--- config.mk ---
export PLATFORM = sky130hd
export DESIGN_NAME = vertex_normal_average_core
export DESIGN_NICKNAME = d
export VERILOG_FILES = /design/src/rtl/vna_pkg.sv /design/src/rtl/vna_mul.sv /design/src/rtl/vna_sub.sv /design/src/rtl/vertex_normal_average_core.sv
export SDC_FILE = /design/constraint.sdc
export NUM_CORES = 2
export LEC_CHECK = 0
export BUFFER_PORTS_ARGS = -buffer_cell sky130_fd_sc_hd__buf_4
export CAP_MARGIN = 20
export CORE_MARGIN = 2
export CORE_UTILIZATION = 40
export CTS_BUF_LIST = sky130_fd_sc_hd__clkbuf_4
export CTS_CLUSTER_DIAMETER = 40
export DETAILED_ROUTE_END_ITERATION = 12
export GPL_TIMING_DRIVEN = 0
export PLACE_DENSITY = 0.6
export RECOVER_POWER = 50
export SETUP_SLACK_MARGIN = 0.2
export SLEW_MARGIN = 20
export SYNTH_ARGS = -nofsm -noshare
export SYNTH_HDL_FRONTEND = slang
export SYNTH_HIERARCHICAL = 1
export SYNTH_SLANG_ARGS = --single-unit
--- constraint.sdc ---
create_clock -name aclk -period 9.83 [get_ports aclk]
set_input_delay 0.983 -clock aclk [delete_from_list [all_inputs] [get_ports aclk]]
set_output_delay 0.983 -clock aclk [all_outputs]
set_load 0.01 [all_outputs]
--- src/rtl/vna_pkg.sv ---
// Types and constants of the vertex normal averaging core
package vna_pkg;

    localparam int COMP_W  = 32;
    localparam int SUM_W   = 36;
    localparam int HALF_W  = 18;
    localparam int ACC_W   = 74;
    localparam int REM_W   = 40;
    localparam int ROOT_W  = 37;
    localparam int QUO_W   = 17;
    localparam int CNT_W   = 6;

    localparam logic [CNT_W-1:0] SQR_LAST  = CNT_W'(8);
    localparam logic [CNT_W-1:0] ROOT_LAST = CNT_W'(ROOT_W - 1);
    localparam logic [CNT_W-1:0] DIV_LAST  = CNT_W'(QUO_W - 1);
    localparam logic [COMP_W-1:0] MIN_SQ_RESET = COMP_W'(1);

    typedef struct packed {
        logic signed [COMP_W-1:0] face_x;
        logic signed [COMP_W-1:0] face_y;
        logic signed [COMP_W-1:0] face_z;
        logic                     last_face;
    } face_t;

    typedef struct packed {
        logic signed [COMP_W-1:0] normal_x;
        logic signed [COMP_W-1:0] normal_y;
        logic signed [COMP_W-1:0] normal_z;
        logic                     used_fallback;
    } normal_t;

    typedef enum logic [2:0] {
        ST_ACCUM,
        ST_SQR,
        ST_CHECK,
        ST_ROOT,
        ST_DIV,
        ST_OUT
    } state_t;

endpackage

--- src/rtl/vna_mul.sv ---
// Shared 18x18 unsigned multiplier with registered product
module vna_mul
    import vna_pkg::*;
(
    input  logic                  aclk,
    input  logic [HALF_W-1:0]     op_a,
    input  logic [HALF_W-1:0]     op_b,
    output logic [2*HALF_W-1:0]   prod_reg
);

    always_ff @(posedge aclk) begin
        prod_reg <= op_a * op_b;
    end

endmodule

--- src/rtl/vna_sub.sv ---
// Shared compare and subtract unit for square root and division steps
module vna_sub
    import vna_pkg::*;
(
    input  logic [REM_W-1:0] op_a,
    input  logic [REM_W-1:0] op_b,
    output logic [REM_W-1:0] diff,
    output logic             ge
);

    logic borrow;

    assign {borrow, diff} = {1'b0, op_a} - {1'b0, op_b};
    assign ge = ~borrow;

endmodule

--- src/rtl/vertex_normal_average_core.sv ---
// Top level: area weighted vertex normal from a stream of face normals
//
//  channel | ports              | word
//  --------+--------------------+-------------------------------------
//  input   | s_valid s_ready    | face_t: face normal, last_face flag
//  result  | m_valid m_ready    | normal_t: vertex normal, fallback flag
//  config  | cfg_valid cfg_ready| min_squared_length, 32 bit
//
// Non-last faces are taken one per cycle. A last face starts the end sequence:
// squares on the 18x18 multiplier, 1 compare, 37 square root steps
// and 3 x 17 divide steps on the shared subtractor (only squares and compare on fallback),
// then the word waits in the output register until taken.
// Synchronous active-low reset; no input word is taken until the result leaves.
module vertex_normal_average_core
    import vna_pkg::*;
(
    input  logic              aclk,
    input  logic              aresetn,
    input  logic              s_valid,
    output logic              s_ready,
    input  face_t             s_data,
    output logic              m_valid,
    input  logic              m_ready,
    output normal_t           m_data,
    input  logic              cfg_valid,
    output logic              cfg_ready,
    input  logic [COMP_W-1:0] cfg_data
);

    state_t state_reg, state_next;

    logic signed [SUM_W-1:0]  sum_reg   [3];
    logic signed [COMP_W-1:0] first_reg [3];
    logic signed [COMP_W-1:0] res_reg   [3];
    logic                     fb_reg;
    logic                     start_reg;
    logic [COMP_W-1:0]        min_reg;
    logic [ACC_W-1:0]         acc_reg;
    logic [ACC_W-1:0]         rad_reg;
    logic [REM_W-1:0]         rem_reg;
    logic [ROOT_W-1:0]        root_reg;
    logic [QUO_W-2:0]         quo_reg;
    logic [CNT_W-1:0]         cnt_reg;
    logic [1:0]               comp_reg;
    logic [1:0]               part_reg;

    logic [SUM_W-1:0]         mag [3];
    logic signed [COMP_W-1:0] face [3];
    logic                     accept;

    // multiplier
    logic [1:0]               sq_comp, sq_part;
    logic [HALF_W-1:0]        mul_a, mul_b;
    logic [2*HALF_W-1:0]      prod_reg;
    logic [ACC_W-1:0]         prod_sh;

    // subtractor
    logic [REM_W-1:0]         sub_a, sub_b, sub_diff;
    logic                     sub_ge;
    logic [REM_W-1:0]         rem2;
    logic [QUO_W-1:0]         quo_full;
    logic [COMP_W-1:0]        quo_ext;
    logic                     fallback;

    assign face[0] = s_data.face_x;
    assign face[1] = s_data.face_y;
    assign face[2] = s_data.face_z;
    assign accept  = s_valid & s_ready;
    assign cfg_ready = 1'b1;

    always_comb begin
        for (int i = 0; i < 3; i++) begin
            mag[i] = sum_reg[i][SUM_W-1] ? SUM_W'(-sum_reg[i]) : SUM_W'(sum_reg[i]);
        end
    end

    // square product schedule: three partial products per component
    always_comb begin
        if (cnt_reg >= CNT_W'(6)) begin
            sq_comp = 2'd2;
            sq_part = 2'(cnt_reg - CNT_W'(6));
        end else if (cnt_reg >= CNT_W'(3)) begin
            sq_comp = 2'd1;
            sq_part = 2'(cnt_reg - CNT_W'(3));
        end else begin
            sq_comp = 2'd0;
            sq_part = 2'(cnt_reg);
        end
    end

    always_comb begin
        case (sq_part)
            2'd0: begin
                mul_a = mag[sq_comp][HALF_W-1:0];
                mul_b = mag[sq_comp][HALF_W-1:0];
            end
            2'd1: begin
                mul_a = mag[sq_comp][SUM_W-1:HALF_W];
                mul_b = mag[sq_comp][HALF_W-1:0];
            end
            default: begin
                mul_a = mag[sq_comp][SUM_W-1:HALF_W];
                mul_b = mag[sq_comp][SUM_W-1:HALF_W];
            end
        endcase
    end

    vna_mul u_mul (
        .aclk     (aclk),
        .op_a     (mul_a),
        .op_b     (mul_b),
        .prod_reg (prod_reg)
    );

    // cross term counts twice, hence shift by HALF_W + 1
    always_comb begin
        case (part_reg)
            2'd0:    prod_sh = ACC_W'(prod_reg);
            2'd1:    prod_sh = ACC_W'(prod_reg) << (HALF_W + 1);
            default: prod_sh = ACC_W'(prod_reg) << (2 * HALF_W);
        endcase
    end

    assign rem2 = {rem_reg[REM_W-3:0], rad_reg[ACC_W-1:ACC_W-2]};

    always_comb begin
        if (state_reg == ST_ROOT) begin
            sub_a = rem2;
            sub_b = REM_W'({root_reg, 2'b01});
        end else begin
            sub_a = (cnt_reg == '0) ? REM_W'(mag[comp_reg])
                                    : {rem_reg[REM_W-2:0], 1'b0};
            sub_b = REM_W'(root_reg);
        end
    end

    vna_sub u_sub (
        .op_a (sub_a),
        .op_b (sub_b),
        .diff (sub_diff),
        .ge   (sub_ge)
    );

    assign quo_full = {quo_reg, sub_ge};
    assign quo_ext  = COMP_W'(quo_full);
    assign fallback = (acc_reg == '0) || (acc_reg < ACC_W'(min_reg));

    // next state
    always_comb begin
        state_next = state_reg;
        case (state_reg)
            ST_ACCUM: if (accept && s_data.last_face) state_next = ST_SQR;
            ST_SQR:   if (cnt_reg == SQR_LAST + CNT_W'(1)) state_next = ST_CHECK;
            ST_CHECK: state_next = fallback ? ST_OUT : ST_ROOT;
            ST_ROOT:  if (cnt_reg == ROOT_LAST) state_next = ST_DIV;
            ST_DIV:   if (cnt_reg == DIV_LAST && comp_reg == 2'd2) state_next = ST_OUT;
            ST_OUT:   if (m_ready) state_next = ST_ACCUM;
            default:  state_next = ST_ACCUM;
        endcase
    end

    // handshake outputs
    always_comb begin
        s_ready = 1'b0;
        m_valid = 1'b0;
        case (state_reg)
            ST_ACCUM: s_ready = 1'b1;
            ST_OUT:   m_valid = 1'b1;
            default: begin
                s_ready = 1'b0;
                m_valid = 1'b0;
            end
        endcase
    end

    assign m_data.normal_x      = res_reg[0];
    assign m_data.normal_y      = res_reg[1];
    assign m_data.normal_z      = res_reg[2];
    assign m_data.used_fallback = fb_reg;

    always_ff @(posedge aclk) begin
        if (!aresetn) begin
            state_reg <= ST_ACCUM;
            start_reg <= 1'b1;
            min_reg   <= MIN_SQ_RESET;
            cnt_reg   <= '0;
            comp_reg  <= '0;
            part_reg  <= '0;
            for (int i = 0; i < 3; i++) begin
                sum_reg[i]   <= '0;
                first_reg[i] <= '0;
            end
        end else begin
            state_reg <= state_next;
            if (cfg_valid && cfg_ready) min_reg <= cfg_data;
            case (state_reg)
                ST_ACCUM: begin
                    if (accept) begin
                        for (int i = 0; i < 3; i++) begin
                            if (start_reg) begin
                                first_reg[i] <= face[i];
                                sum_reg[i]   <= SUM_W'(face[i]);
                            end else begin
                                logic signed [SUM_W:0] s;
                                s = (SUM_W+1)'(sum_reg[i]) + (SUM_W+1)'(face[i]);
                                if (s[SUM_W] != s[SUM_W-1])
                                    sum_reg[i] <= s[SUM_W] ? {1'b1, {(SUM_W-1){1'b0}}}
                                                           : {1'b0, {(SUM_W-1){1'b1}}};
                                else
                                    sum_reg[i] <= s[SUM_W-1:0];
                            end
                        end
                        start_reg <= s_data.last_face;
                        cnt_reg   <= '0;
                        acc_reg   <= '0;
                    end
                end
                ST_SQR: begin
                    // product issued at cnt is added to the sum in the next cycle
                    part_reg <= sq_part;
                    if (cnt_reg != '0) acc_reg <= acc_reg + prod_sh;
                    cnt_reg <= cnt_reg + CNT_W'(1);
                end
                ST_CHECK: begin
                    fb_reg   <= fallback;
                    rad_reg  <= acc_reg;
                    rem_reg  <= '0;
                    root_reg <= '0;
                    cnt_reg  <= '0;
                    comp_reg <= '0;
                    if (fallback) begin
                        for (int i = 0; i < 3; i++) res_reg[i] <= first_reg[i];
                    end
                end
                ST_ROOT: begin
                    rad_reg  <= rad_reg << 2;
                    rem_reg  <= sub_ge ? sub_diff : rem2;
                    root_reg <= {root_reg[ROOT_W-2:0], sub_ge};
                    cnt_reg  <= (cnt_reg == ROOT_LAST) ? '0 : cnt_reg + CNT_W'(1);
                end
                ST_DIV: begin
                    rem_reg <= sub_ge ? sub_diff : sub_a;
                    quo_reg <= quo_full[QUO_W-2:0];
                    if (cnt_reg == DIV_LAST) begin
                        res_reg[comp_reg] <= sum_reg[comp_reg][SUM_W-1] ? -quo_ext : quo_ext;
                        cnt_reg  <= '0;
                        comp_reg <= comp_reg + 2'd1;
                    end else begin
                        cnt_reg <= cnt_reg + CNT_W'(1);
                    end
                end
                default: begin
                    cnt_reg <= cnt_reg;
                end
            endcase
        end
    end

endmodule

==> flow_summary.yaml <==
worst_setup_path:
  endpoint_kind: "register"
  path_max_fanout: 10
  max_stage_delay_ns: 0.60
  cp-start-kind: "register"
  crit_slowest_cell: "edfxtp_1"
  crit_type: "reg2reg"
  crit_top_cell: "nand2_1"
  cp_num_buf_inv: 4
  cp.required_ns: 10.60
  cpLargestDelayFamily: "compound AO/OA/AOI/OAI gates"
  critical_path_arrival_ns: 10.06
grt:
  grt_antenna_before_repair: 10
  grt_overflow: 0
  grt_use_total: 0.2717
  grt_max_degree: 79
  grt_pass1_vias: 47120
  grt_first_pass_wirelength_um: 291500
clock_tree:
  clk_pin_slew_ns: 0.06
  cts-root-buf: "clkbuf_4"
  cts_max_level: 4
  numCtsBuffers: 180
  cts.sinks: 625
  cts_max_path_buffers: 3
  cts_tree: "built"
  clk_latency_ns: 1.15
drt:
  drcViolationCount: 0
  vias: 48470
  ant_nets: 0
  first_iter_violations: 4749
  wl_um: 194200
  drt-vias-per-instance: 5.736
  avgRoutedWirePerCell_um: 22.99
  drt_first_pass_iters: 8
logic_synthesis:
  synth_warnings: 6
  syn_area_um2: 54680
  synth_cells: 6058
  synth_nets: 6825
  synth_area_per_cell_um2: 9.026
placement:
  io_buffers: 231
  detailedPlace.worstSlack_ns: -0.3127
  dpl.hpwl_um: 156200
  gp_congestion: 0.9741
  place_inst: 8087
timing:
  fin_crit_ns: 9.285
  slew_violations: 244
  fin_crit_sh: 0.9446
  slew_headroom: -2.013
  finalHoldViolations: 0
  rsz0062_at_grt: "true"
  worst_slew_pin_slew_ns: 4.519
  fin_ws_ns: 0.5445
  clock_skew_ns: 0.1215
  timing.fmax_ghz: 0.1077
  finalSetupViolations: 0
cells_and_area:
  largest_reg_flops: 108
  final_cells: 8450
  nets: 7284
  drive_gt1_frac: 0.09535
  syn_to_final_growth_pct: 12.32
floorplan:
  die_w_um: 373.7
  start_util: 0.4031
  core_um2: 135600
  num_io_pins: 234
  die_h_um: 373.7
  fp-row-count: 135
  dieArea_um2: 139700
run:
  cap_violations: 8
worst_hold_path:
  hp-class: "in2reg"
outcome:
  status: "finished with violations"
  violations: "capacitance limit, slew limit"
cells in the final DEF (no fill, tap or decap), drive strengths merged, types with 36 or more instances in the layout:
cell type and n:
o21ai 344, nand3 105, and2 218, o21bai 70
nor2 353, xor2 153, o31ai 41, o22ai 42
mux2i 95, edfxtp 541, nand4 71, and3 135
nand2 785, nor2b 61, nand2b 36, dfxtp 84
fa 261, clkinv 61, a211oi 39, xnor2 182
buf 189, nor3 69, nor4 45, clkbuf 633
o21a 39, ha 372, a31oi 63, a21o 240
inv 523, a21oi 381
final cells by class:
| cell class | count | area, um2 |
|---|---|---|
| Sequential cell | 625 | 17930 |
| Tap cell | 1781 | 2228 |
| Clock inverter | 70 | 377.9 |
| Inverter | 518 | 1946 |
| Timing Repair Buffer | 277 | 1770 |
| Buffer | 315 | 1282 |
| Multi-Input combinational cell | 4600 | 33950 |
| Antenna cell | 9 | 22.52 |
| Clock buffer | 255 | 1914 |
| Fill cell | 13500 | 74220 |
worst min-delay path, cell delays in order:
cell and delay [ns]:
buf_4 0.08, mux2i_1 0.06, nor2b_1 0.11
through the flow:
step                      area, um2  utilization  setup TNS, ns  hold slack, ns
final                         61420       0.4528              0          0.1095
after detailed placement      59050       0.4353         -2.023          0.4884
after global placement        58640       0.4324        -406.25          0.4792
after CTS                     61710       0.4550              0      0.00007971
after global routing          61400       0.4527              0         0.05691
after floorplan               54680            -              0          0.4428
layer usage:
layer  vias to the layer above  GRT usage  wire (um)
li1                      22440          -          -
met1                     23830     0.3840      87810
met2                      1912     0.4187      85370
met3                       282    0.05109      15370
met4                         8    0.08609       5628
met5                         -          0         58
path summary, 6_finish.rpt:
path,from,endpoint,slack (ns),cells after the start
max,sum_reg[1][0]$_SDFFCE_PP0P_,res_reg[0][16]$_DFFE_PP_,0.54,30
min,cfg_data[19],min_reg[19]$_SDFFE_PN0P_,0.11,3
max reg2reg,sum_reg[1][0]$_SDFFCE_PP0P_,res_reg[0][16]$_DFFE_PP_,0.54,30
min reg2reg,rad_reg[2]$_DFFE_PP_,rad_reg[4]$_DFFE_PP_,0.48,2
what timing repair did:
item / 4_1_cts / 5_1_grt
endpoints found under the hold margin: 25 / 0
resized for setup: 29 / 69
setup endpoints to repair: 16 / 21
pin swaps: 0 / 4
hold buffers: 25 / 0
buffers inserted: 0 / 4
Power is left out: the tool's default activity adds up to more than one toggle a clock period on the data nets, which glitch-free logic cannot reach.
